## config.mk

```make
export PLATFORM = sky130hd
export DESIGN_NAME = grayscale_probe_rle_decoder_flat
export DESIGN_NICKNAME = d
export VERILOG_FILES = /design/src/sv/gpr_pkg.sv /design/src/sv/gpr_if.sv /design/src/sv/gpr_bit_packer.sv /design/src/sv/grayscale_probe_rle_decoder.sv /design/src/flat_wrapper.sv
export VERILOG_INCLUDE_DIRS = /design/src /design/src/sv
export SDC_FILE = /design/constraint.sdc
export NUM_CORES = 1
export LEC_CHECK = 0
export ABC_AREA = 1
export ABC_CLOCK_PERIOD_IN_PS = 8000
export BUFFER_PORTS_ARGS = -buffer_cell sky130_fd_sc_hd__buf_2
export CAP_MARGIN = 0
export CORE_MARGIN = 2
export CORE_UTILIZATION = 40
export DETAILED_ROUTE_END_ITERATION = 6
export PLACE_DENSITY = 0.6
export SKIP_LAST_GASP = 1
export SYNTH_ARGS = -nofsm -noshare
export SYNTH_HDL_FRONTEND = slang
export SYNTH_HIERARCHICAL = 1
export SYNTH_SLANG_ARGS = --single-unit
export TNS_END_PERCENT = 5
```

## constraint.sdc

```tcl
create_clock -name clk -period 8 [get_ports clk]
set_input_delay 1.2 -clock clk [delete_from_list [all_inputs] [get_ports clk]]
set_output_delay 1.2 -clock clk [all_outputs]
set_load 0.01 [all_outputs]
```

## src/sv/grayscale_probe_rle_decoder_macros.svh

```systemverilog
// ----------------------------------------------------------------------------
// Grayscale probe RLE decoder assertion macros
// Shared concurrent assertion forms used by the decoder modules.
// ----------------------------------------------------------------------------
`ifndef GRAYSCALE_PROBE_RLE_DECODER_MACROS_SVH
`define GRAYSCALE_PROBE_RLE_DECODER_MACROS_SVH

// same-cycle implication
`define GPR_ASSERT_IMP(label, clk, rst_n, ante, cons) \
    label: assert property (@(posedge clk) disable iff (!rst_n) (ante) |-> (cons)) \
        else $error("gpr same-cycle check failed");

// next-cycle implication
`define GPR_ASSERT_NXT(label, clk, rst_n, ante, cons) \
    label: assert property (@(posedge clk) disable iff (!rst_n) (ante) |=> (cons)) \
        else $error("gpr next-cycle check failed");

`endif

```

## src/sv/gpr_pkg.sv

```systemverilog
// ----------------------------------------------------------------------------
// gpr_pkg
// Widths, constants and inter-module types of the grayscale probe RLE decoder.
// ----------------------------------------------------------------------------
`timescale 1ns / 1ps

package gpr_pkg;

    localparam int BYTE_W  = 8;
    localparam int WORD_W  = 64;
    localparam int SYNC_W  = 11;
    localparam int CNT_W   = 8;   // bits left in the current byte, up to 254
    localparam int FILL_W  = 6;   // bits held in the partial word, 0..63

    localparam logic [SYNC_W-1:0] SYNC_RESET = 11'd256;
    localparam logic [SYNC_W-1:0] ONES_MAX   = 11'd2047;
    localparam logic [FILL_W-1:0] FILL_LAST  = 6'd63;

    // one bit pushed into the packer
    typedef struct packed {
        logic step;
        logic value;
        logic clear;
    } gpr_bit_t;

    // packer status back to the sequencer
    typedef struct packed {
        logic done;       // a full word leaves this cycle
        logic half;       // slice half of that word
        logic near_full;  // next pushed aligned bit completes a word
    } gpr_word_t;

endpackage

```

## src/sv/gpr_if.sv

```systemverilog
// ----------------------------------------------------------------------------
// gpr_if
// Valid/ready channel interfaces of the grayscale probe RLE decoder.
// ----------------------------------------------------------------------------
`timescale 1ns / 1ps

interface gpr_in_if;
    logic                         valid;
    logic                         ready;
    logic [gpr_pkg::BYTE_W-1:0]   compressed_byte;
    logic                         end_of_buffer;

    modport source (output valid, output compressed_byte, output end_of_buffer,
                    input ready);
    modport sink   (input valid, input compressed_byte, input end_of_buffer,
                    output ready);
endinterface

interface gpr_out_if;
    logic                         valid;
    logic                         ready;
    logic [gpr_pkg::WORD_W-1:0]   slice_word;
    logic                         upper_half;
    logic                         last_of_run;

    modport source (output valid, output slice_word, output upper_half,
                    output last_of_run, input ready);
    modport sink   (input valid, input slice_word, input upper_half,
                    input last_of_run, output ready);
endinterface

interface gpr_cfg_if;
    logic                         valid;
    logic                         ready;
    logic [gpr_pkg::SYNC_W-1:0]   sync_ones;

    modport source (output valid, output sync_ones, input ready);
    modport sink   (input valid, input sync_ones, output ready);
endinterface

```

## src/sv/gpr_bit_packer.sv

```systemverilog
// ----------------------------------------------------------------------------
// gpr_bit_packer
// One-bit-per-cycle sync detector and 64-bit word packer.
// ----------------------------------------------------------------------------
`timescale 1ns / 1ps
`include "grayscale_probe_rle_decoder_macros.svh"

module gpr_bit_packer (
    input  logic                         clk,
    input  logic                         rst_n,
    input  logic [gpr_pkg::SYNC_W-1:0]   sync_ones,
    input  gpr_pkg::gpr_bit_t            bit_in,
    output gpr_pkg::gpr_word_t           word_out,
    output logic [gpr_pkg::WORD_W-1:0]   word_data
);
    import gpr_pkg::*;

    logic [SYNC_W-1:0]   ones_run_reg, ones_run_next;
    logic                synced_reg, synced_next;
    logic [WORD_W-2:0]   pending_bits_reg, pending_bits_next;
    logic [FILL_W-1:0]   pending_count_reg, pending_count_next;
    logic                half_select_reg, half_select_next;
    logic                aligned;

    // bit is kept once synced, or when it is the zero that ends the sync run
    assign aligned = synced_reg || ((ones_run_reg >= sync_ones) && !bit_in.value);

    assign word_data = {pending_bits_reg, bit_in.value};

    always_comb
    begin
        ones_run_next      = ones_run_reg;
        synced_next        = synced_reg;
        pending_bits_next  = pending_bits_reg;
        pending_count_next = pending_count_reg;
        half_select_next   = half_select_reg;
        word_out.done      = 1'b0;
        word_out.half      = half_select_reg;
        word_out.near_full = (pending_count_reg == FILL_LAST);

        if (bit_in.clear)
        begin
            ones_run_next      = '0;
            synced_next        = 1'b0;
            pending_count_next = '0;
            half_select_next   = 1'b0;
        end
        else if (bit_in.step)
        begin
            if (!aligned)
            begin
                if (bit_in.value)
                begin
                    if (ones_run_reg != ONES_MAX)
                        ones_run_next = ones_run_reg + 1'b1;
                end
                else
                begin
                    ones_run_next = '0;
                end
            end
            else
            begin
                synced_next       = 1'b1;
                pending_bits_next = {pending_bits_reg[WORD_W-3:0], bit_in.value};
                if (pending_count_reg == FILL_LAST)
                begin
                    word_out.done      = 1'b1;
                    pending_count_next = '0;
                    half_select_next   = ~half_select_reg;
                end
                else
                begin
                    pending_count_next = pending_count_reg + 1'b1;
                end
            end
        end
    end

    always_ff @(posedge clk or negedge rst_n)
    begin
        if (!rst_n)
        begin
            ones_run_reg      <= '0;
            synced_reg        <= 1'b0;
            pending_count_reg <= '0;
            half_select_reg   <= 1'b0;
        end
        else
        begin
            ones_run_reg      <= ones_run_next;
            synced_reg        <= synced_next;
            pending_count_reg <= pending_count_next;
            half_select_reg   <= half_select_next;
        end
    end

    // payload, fully overwritten before any word leaves
    always_ff @(posedge clk)
    begin
        pending_bits_reg <= pending_bits_next;
    end

    `GPR_ASSERT_IMP(a_unsynced_empty, clk, rst_n, !synced_reg, pending_count_reg == '0)
    `GPR_ASSERT_NXT(a_half_flips, clk, rst_n, word_out.done, half_select_reg != $past(half_select_reg))
    `GPR_ASSERT_IMP(a_done_full, clk, rst_n, word_out.done, word_out.near_full && bit_in.step)

endmodule

```

## src/sv/grayscale_probe_rle_decoder.sv

```systemverilog
// A byte that expands to n bits (0..254) is busy until it finishes, and only
// then is a new byte taken; its final word enters the hold with its last bit
// and moves to the output register as the byte finishes, while an earlier
// word waits in the hold until the next word completes. The single bit-push
// packer handles one expanded bit per cycle; output stalls hold the sequencer.
// Reset (rst_n low, async): decoder state cleared, sync_ones back to 256.
// ----------------------------------------------------------------------------
// grayscale_probe_rle_decoder
// Expands run-length coded probe bytes, aligns on the sync run and emits
// 64-bit half-slice words through a one-word hold and an output register.
// ----------------------------------------------------------------------------
`timescale 1ns / 1ps
`include "grayscale_probe_rle_decoder_macros.svh"

module grayscale_probe_rle_decoder (
    input  logic        clk,
    input  logic        rst_n,
    gpr_cfg_if.sink     cfg,
    gpr_in_if.sink      din,
    gpr_out_if.source   dout
);
    import gpr_pkg::*;

    localparam logic ST_IDLE = 1'b0;
    localparam logic ST_RUN  = 1'b1;

    logic                state_reg, state_next;
    logic [CNT_W-1:0]    cnt_reg, cnt_next;
    logic                rep_reg, rep_next;
    logic [1:0]          pair_reg, pair_next;
    logic [5:0]          lit_reg, lit_next;
    logic                eob_reg, eob_next;
    logic [SYNC_W-1:0]   sync_ones_reg;

    logic [WORD_W-1:0]   hold_word_reg, hold_word_next;
    logic                hold_half_reg, hold_half_next;
    logic                hold_valid_reg, hold_valid_next;

    logic [WORD_W-1:0]   out_word_reg, out_word_next;
    logic                out_half_reg, out_half_next;
    logic                out_last_reg, out_last_next;
    logic                out_valid_reg, out_valid_next;

    logic                out_free;
    logic                finish;
    logic [CNT_W-1:0]    cnt_m1;
    gpr_bit_t            push;
    gpr_word_t           word;
    logic [WORD_W-1:0]   word_data;

    gpr_bit_packer u_packer (
        .clk       (clk),
        .rst_n     (rst_n),
        .sync_ones (sync_ones_reg),
        .bit_in    (push),
        .word_out  (word),
        .word_data (word_data)
    );

    assign cfg.ready = 1'b1;
    assign din.ready = (state_reg == ST_IDLE);

    assign dout.valid       = out_valid_reg;
    assign dout.slice_word  = out_word_reg;
    assign dout.upper_half  = out_half_reg;
    assign dout.last_of_run = out_last_reg;

    assign out_free = !out_valid_reg || dout.ready;
    assign cnt_m1   = cnt_reg - 1'b1;

    // stall a bit that would complete a word while hold and output are both full
    assign push.step  = (state_reg == ST_RUN) && (cnt_reg != '0)
                        && !(word.near_full && hold_valid_reg && !out_free);
    assign push.value = rep_reg ? (cnt_reg[0] ? pair_reg[0] : pair_reg[1])
                                : lit_reg[cnt_m1[2:0]];
    assign finish     = (state_reg == ST_RUN) && (cnt_reg == '0)
                        && (!hold_valid_reg || out_free);
    assign push.clear = finish && eob_reg;

    always_comb
    begin
        state_next      = state_reg;
        cnt_next        = cnt_reg;
        rep_next        = rep_reg;
        pair_next       = pair_reg;
        lit_next        = lit_reg;
        eob_next        = eob_reg;
        hold_word_next  = hold_word_reg;
        hold_half_next  = hold_half_reg;
        hold_valid_next = hold_valid_reg;
        out_word_next   = out_word_reg;
        out_half_next   = out_half_reg;
        out_last_next   = out_last_reg;
        out_valid_next  = out_valid_reg && !dout.ready;

        case (state_reg)
            ST_IDLE:
            begin
                if (din.valid)
                begin
                    state_next = ST_RUN;
                    eob_next   = din.end_of_buffer;
                    rep_next   = din.compressed_byte[7];
                    lit_next   = din.compressed_byte[5:0];
                    if (din.compressed_byte[7])
                    begin
                        cnt_next = {din.compressed_byte[6:0], 1'b0};
                    end
                    else
                    begin
                        pair_next = din.compressed_byte[1:0];
                        if (din.compressed_byte[6])
                            cnt_next = 8'd6;
                        else if (din.compressed_byte[4])
                            cnt_next = 8'd4;
                        else if (din.compressed_byte[2])
                            cnt_next = 8'd2;
                        else
                            cnt_next = '0;
                    end
                end
            end
            ST_RUN:
            begin
                if (push.step)
                begin
                    cnt_next = cnt_m1;
                    if (word.done)
                    begin
                        // older word is not the last of this byte
                        if (hold_valid_reg)
                        begin
                            out_word_next  = hold_word_reg;
                            out_half_next  = hold_half_reg;
                            out_last_next  = 1'b0;
                            out_valid_next = 1'b1;
                        end
                        hold_word_next  = word_data;
                        hold_half_next  = word.half;
                        hold_valid_next = 1'b1;
                    end
                end
                else if (finish)
                begin
                    if (hold_valid_reg)
                    begin
                        out_word_next  = hold_word_reg;
                        out_half_next  = hold_half_reg;
                        out_last_next  = 1'b1;
                        out_valid_next = 1'b1;
                    end
                    hold_valid_next = 1'b0;
                    if (eob_reg)
                        pair_next = 2'b00;
                    state_next = ST_IDLE;
                end
            end
            default:
            begin
                state_next = ST_IDLE;
            end
        endcase
    end

    always_ff @(posedge clk or negedge rst_n)
    begin
        if (!rst_n)
        begin
            state_reg      <= ST_IDLE;
            cnt_reg        <= '0;
            pair_reg       <= 2'b00;
            hold_valid_reg <= 1'b0;
            out_valid_reg  <= 1'b0;
            sync_ones_reg  <= SYNC_RESET;
        end
        else
        begin
            state_reg      <= state_next;
            cnt_reg        <= cnt_next;
            pair_reg       <= pair_next;
            hold_valid_reg <= hold_valid_next;
            out_valid_reg  <= out_valid_next;
            if (cfg.valid)
                sync_ones_reg <= cfg.sync_ones;
        end
    end

    always_ff @(posedge clk)
    begin
        rep_reg       <= rep_next;
        lit_reg       <= lit_next;
        eob_reg       <= eob_next;
        hold_word_reg <= hold_word_next;
        hold_half_reg <= hold_half_next;
        out_word_reg  <= out_word_next;
        out_half_reg  <= out_half_next;
        out_last_reg  <= out_last_next;
    end

    `GPR_ASSERT_IMP(a_hold_safe, clk, rst_n, word.done && hold_valid_reg, out_free)
    `GPR_ASSERT_NXT(a_last_flag, clk, rst_n, finish && hold_valid_reg, dout.valid && dout.last_of_run)
    `GPR_ASSERT_IMP(a_idle_empty, clk, rst_n, state_reg == ST_IDLE, !hold_valid_reg)

endmodule

```

## src/flat_wrapper.sv

```systemverilog
// flat-port wrapper written by rule: the top's interface ports become plain ports
module grayscale_probe_rle_decoder_flat import gpr_pkg::*;
  (clk, rst_n, cfg_valid, cfg_sync_ones, cfg_ready, din_valid, din_compressed_byte, din_end_of_buffer, din_ready, dout_valid, dout_slice_word, dout_upper_half, dout_last_of_run, dout_ready);
  gpr_cfg_if cfg_i ();
  gpr_in_if din_i ();
  gpr_out_if dout_i ();
  input  logic clk;
  input  logic rst_n;
  input wire logic [$bits(cfg_i.valid)-1:0] cfg_valid;
  input wire logic [$bits(cfg_i.sync_ones)-1:0] cfg_sync_ones;
  output wire logic [$bits(cfg_i.ready)-1:0] cfg_ready;
  input wire logic [$bits(din_i.valid)-1:0] din_valid;
  input wire logic [$bits(din_i.compressed_byte)-1:0] din_compressed_byte;
  input wire logic [$bits(din_i.end_of_buffer)-1:0] din_end_of_buffer;
  output wire logic [$bits(din_i.ready)-1:0] din_ready;
  output wire logic [$bits(dout_i.valid)-1:0] dout_valid;
  output wire logic [$bits(dout_i.slice_word)-1:0] dout_slice_word;
  output wire logic [$bits(dout_i.upper_half)-1:0] dout_upper_half;
  output wire logic [$bits(dout_i.last_of_run)-1:0] dout_last_of_run;
  input wire logic [$bits(dout_i.ready)-1:0] dout_ready;
  assign cfg_i.valid = cfg_valid;
  assign cfg_i.sync_ones = cfg_sync_ones;
  assign cfg_ready = cfg_i.ready;
  assign din_i.valid = din_valid;
  assign din_i.compressed_byte = din_compressed_byte;
  assign din_i.end_of_buffer = din_end_of_buffer;
  assign din_ready = din_i.ready;
  assign dout_valid = dout_i.valid;
  assign dout_slice_word = dout_i.slice_word;
  assign dout_upper_half = dout_i.upper_half;
  assign dout_last_of_run = dout_i.last_of_run;
  assign dout_i.ready = dout_ready;
  grayscale_probe_rle_decoder u_core (.clk(clk), .rst_n(rst_n), .cfg(cfg_i), .din(din_i), .dout(dout_i));
endmodule
```

# --- Word level (Yosys, flattened, before mapping) ---
# Index checks and enable logic that the tools add are counted.
word_totals:
  reg_bits: 245
  output_inout_bits: 69
classes:
  add_sub_neg: 3
  order_cmp: 2
  eq_ne: 11
  mux: 62
  n_bitwise: 3
  n_reduce_logical: 34
ops:
  columns: ["cell", "count"]
  rows:
  - ["2-to-1 mux 64 bit", 4]
  - ["2-to-1 mux 11 bit", 5]
  - ["2-to-1 mux 8 bit", 5]
  - ["2-to-1 mux 1 bit", 34]
  - ["2-to-1 mux 6 bit", 4]
  - ["case mux 8 bit (2 select lines)", 1]
  - ["AND reduction 3 bit", 5]
  - ["inequality test 2 bit, second input constant", 7]
  - ["2-to-1 mux 2 bit", 6]
  - ["adder 11 x 1 -> 11 bit, second input constant", 1]
  - [">= comparator 11 bit", 1]
  - ["inequality test 11 bit, second input constant", 1]
  - ["logical AND 1 bit", 9]
  - ["zero test 8 bit", 1]
  - ["nonzero test 2 bit", 4]
  - ["nonzero test 8 bit", 1]
  - ["subtractor 8 x 1 -> 8 bit, second input constant", 1]
  - ["adder 6 x 1 -> 6 bit, second input constant", 1]
  - ["equality test 6 bit, second input constant", 1]
  - ["zero test 1 bit", 6]
  - ["AND reduction 2 bit", 3]
  - ["AND reduction 5 bit", 1]
  - ["< comparator 3 x 4 -> 1 bit, second input constant", 1]
  - ["case mux 2 bit (2 select lines)", 1]
  - ["other kinds (7)", 11]

# --- Depth between registers and ports, before layout ---
logic_depth:
  word_depth: 13
  mapped_depth: 19

# --- Modules after synthesis ---
# The synthesis kept the hierarchy.
by_module_without_submodules:
  columns: ["module", "n_inst", "cells_per_inst", "area_each_um2"]
  rows:
  - ["grayscale_probe_rle_decoder", 1, 322, 5635.4]
  - ["gpr_bit_packer", 1, 284, 3385.7]

# --- Least setup slack after synthesis ---
# Ideal clock, no wire load.
synth_timing:
  kind: "in2reg"
  from: "input port dout_ready"
  to: "register u_core.out_last_reg (netlist: u_core/dout.last_of_run), enable pin"
  setup_time_ns: 0.512
  arrival_ns: 5.233
  required_ns: 7.488
  path_slack_ns: 2.255
  cell_stages: 10
  path_buffers: 0
  cell_sequence: "inv_1 -> nand2_1 -> nor2_1 -> nor2_2 -> nand2_4 -> inv_1 -> nand2_1 -> nor3_1 -> nand3_1 -> a21oi_1"
synth_rtl:
  columns: ["item", "line", "source"]
  rows:
  - ["start: declaration", "flat_wrapper.sv:20", "input wire logic [$bits(dout_i.ready)-1:0] dout_ready;"]
  - ["end signal: assignment", "grayscale_probe_rle_decoder.sv:197", "out_last_reg <= out_last_next;"]
  - ["end: declaration", "grayscale_probe_rle_decoder.sv:41", "logic out_last_reg, out_last_next;"]

==> impl_metrics.ini <==
[critical_path]
r2r_cells = 15
crit_top_cell = nand2_1
path_depth = 15
cp-end-kind = flip-flop
crit_slowest_cell = inv_2
crit_chain = inv_2 -> ha_1 -> xnor2_1 -> nand3b_1 -> nand2_1 -> nand2_1 -> nand2_1 -> inv_1 -> nand2_1 -> nand2_1 -> nand2_1 -> nor3_1 -> nand3_1 -> inv_2 -> buf_4
critPathKind = reg -> reg
start_kind = flip-flop
crit_fanout = 34
critical_path_required_ns = 8.16
cpPeakStageDelay_ns = 0.58
path_buf_inv = 4
critPathTopFamily = buffers and inverters
critPathArrivalTime_ns = 3.91

[grt]
grt_pass1_vias = 4824
globalRouteOverflowTotal = 0
grt_max_degree = 67
antenna_found_initial = 0
grt.total_usage_pct = 12.33
grt_pass1_wl_mm = 24.21

[die]
io-pin-count = 94
start_util_pct = 41.08
num_rows = 54
die_width_um = 154.2
core_area_um2 = 21960
die-area_um2 = 23770
die_h_um = 154.2

[drt]
wl_per_cell_um = 14.12
drt_iter0_drc = 281
drc = 0
num_vias = 4772
drt_first_pass_iters = 4
avgViaCountPerCell = 4.701
drtAntennaViolNets = 0
wl_mm = 14.34

[layout]
register_area_um2 = 7143
final_cells = 1015
drive_gt1_share_pct = 24.90
insertedDiodeCount = 0
fillerInstances = 1865
nNetsFinal = 760
area_delta_synth_final_pct = 17.78
multi_input_area_um2 = 1615

[clock_tree]
clock_sinks = 245
worstSkewPairLatency_ns = 0.53
cts_setup_buffers = 0
cts_buffers = 25
clkSlewWorstSetupHoldPaths_ns = 0.06
clk_path_buf_depth = 3
htree_levels = 1
cts-resized-gates = 0
cts_tree = done
cts_hold_buf = 0
root_buffer = clkbuf_16

[pwr]
peakVddDrop_mv = 0.1761
clockPowerShare_pct = 32.0
p_switching_uw = 1004
pwr-share-comb_pct = 16.2
power_leakage_uw = 0.004040
seqPwrFrac_pct = 51.8
swShare_pct = 28.03
powerDensity_nw_per_um2 = 337.1
p_int_uw = 2577

[sta]
finalHoldViolations = 0
final_max_slew_viol_count = 0
maxSlewHeadroom_pct = 32.60
clock.fmax_ghz = 0.2664
skew_ns = 0.01882
finalCritPeriodShare_pct = 46.92
period_needed_ns = 3.754
worst_slew_pin_slew_ns = 1.011
tns_ns = 0
setup_violations = 0
rsz0062_at_grt = false

[logic_synthesis]
synth_edf_count = 202
yosysMostFrequentCell = edfxtp_1
netlist.area_leader.share_pct = 67.24
synth_top_area_cell = edfxtp_1
syn-cell-area_um2 = 9021
synth.avg_cell_area_um2 = 14.89
ys_top_cells_by_count = 202 x edfxtp_1, 117 x nand2_1, 48 x inv_1
async_flop_share_pct = 17.55
synth_area_leaders = edfxtp_1 67%, dfrtp_1 12%, nand2_1 4.9%
ys_seq_elements = 245
synth_cells = 606
ys_types = 38
syn_nets = 646
ys.flop_type = edfxtp_1
yosysSeqAreaShare_pct = 79.18
yosys_warnings = 6

[job]
max-cap-violations = 0

[place]
dp.cells = 973
port_buffers = 92
dpl.hpwl_mm = 9.179
gp_congestion = 0.8210

[hold_path]
min_path_cells = 0
hp-class = reg -> reg

[status]
status = complete, no violations
cells by family (layout without fill, tap and decap cells):
kind of cell / after synthesis / in the layout / share of synthesized area [%]
adders and majority gates: 15 / 15 / 2.080
AOI/OAI and AO/OA: 37 / 37 / 2.386
DFF: 245 / 245 / 79.18
xor gates and xnor gates: 3 / 3 / 0.2913
buffers and inverters: 65 / 194 / 3.121
and+or+nand+nor: 229 / 229 / 11.53
muxes: 11 / 11 / 1.373
other: 1 / 1 / 0.04157
final cells by class:
cell class,instances,area share [%]
Sequential cell,245,67.23
Multi-Input combinational cell,296,15.20
Clock buffer,28,5.994
Timing Repair Buffer,96,4.616
Tap cell,280,3.297
Inverter,56,1.978
Clock inverter,14,1.684
layer usage:
layer  track usage (%)  wire (um)  vias to the layer above
met5                 0          0                        -
met4             4.050        266                        0
met3             2.858        717                       21
met2             18.98       6569                      116
met1             17.49       6782                     2293
li1                  -          -                     2342
power by group through the flow:
stage | Combinational [uW] | Sequential, uW | Clock (uW)
floorplan | 470 | 1850 | 0
global placement | 570 | 1870 | 0
detailed placement | 587 | 1880 | 0
CTS | 588 | 1860 | 1180
global route | 669 | 1880 | 1240
finish | 580 | 1850 | 1150
metrics by stage:
step	power, uW	utilization (%)	hold slack, ns	instance area, um^2	worst slack (ns)
floorplan	2317	-	0.4003	9021	2.255
global placement	2440	44.67	0.4033	9809	4.180
detailed placement	2465	44.67	0.4045	9809	4.088
CTS	3625	48.39	0.4188	10630	4.187
global route	3791	48.39	0.4239	10630	3.871
finish	3581	48.39	0.4063	10630	4.246
final timing paths:
check | startpoint | to | slack [ns]
min | u_core/hold_word_reg[37]$_DFFE_PP_ | u_core/dout.slice_word[37]$_DFFE_PP_ | 0.41
max reg2reg | u_core/cnt_reg[0]$_DFFE_PN0P_ | u_core/hold_word_reg[39]$_DFFE_PP_ | 4.25
min reg2reg | u_core/hold_word_reg[37]$_DFFE_PP_ | u_core/dout.slice_word[37]$_DFFE_PP_ | 0.41
min in group asynchronous | rst_n | u_core/cnt_reg[6]$_DFFE_PN0P_ | 0.86
max | u_core/cnt_reg[0]$_DFFE_PN0P_ | u_core/hold_word_reg[39]$_DFFE_PP_ | 4.25
max in group asynchronous | rst_n | u_core/sync_ones_reg[4]$_DFFE_PN0P_ | 6.51
cells in the final DEF, fill, tap and decap left out, types with 2 or more instances in the layout:
| cell | n |
|---|---|
| nand2_4 | 3 |
| nand4_1 | 7 |
| inv_2 | 9 |
| nor2_4 | 4 |
| clkinv_1 | 2 |
| nor2_1 | 37 |
| clkbuf_16 | 25 |
| a21oi_1 | 11 |
| xnor2_1 | 2 |
| edfxtp_1 | 202 |
| nand2_1 | 117 |
| o21ai_0 | 15 |
| clkinv_2 | 2 |
| nor3_1 | 7 |
| mux2_2 | 11 |
| clkbuf_1 | 3 |
| buf_4 | 4 |
| ha_1 | 15 |
| inv_1 | 47 |
| buf_2 | 92 |
| dfrtp_1 | 42 |
| o21ai_2 | 5 |
| nand2_2 | 8 |
| clkinvlp_4 | 3 |
| nor2_2 | 5 |
| bufinv_16 | 3 |
| nand3_1 | 35 |
Power figures use the tool's default switching activity.
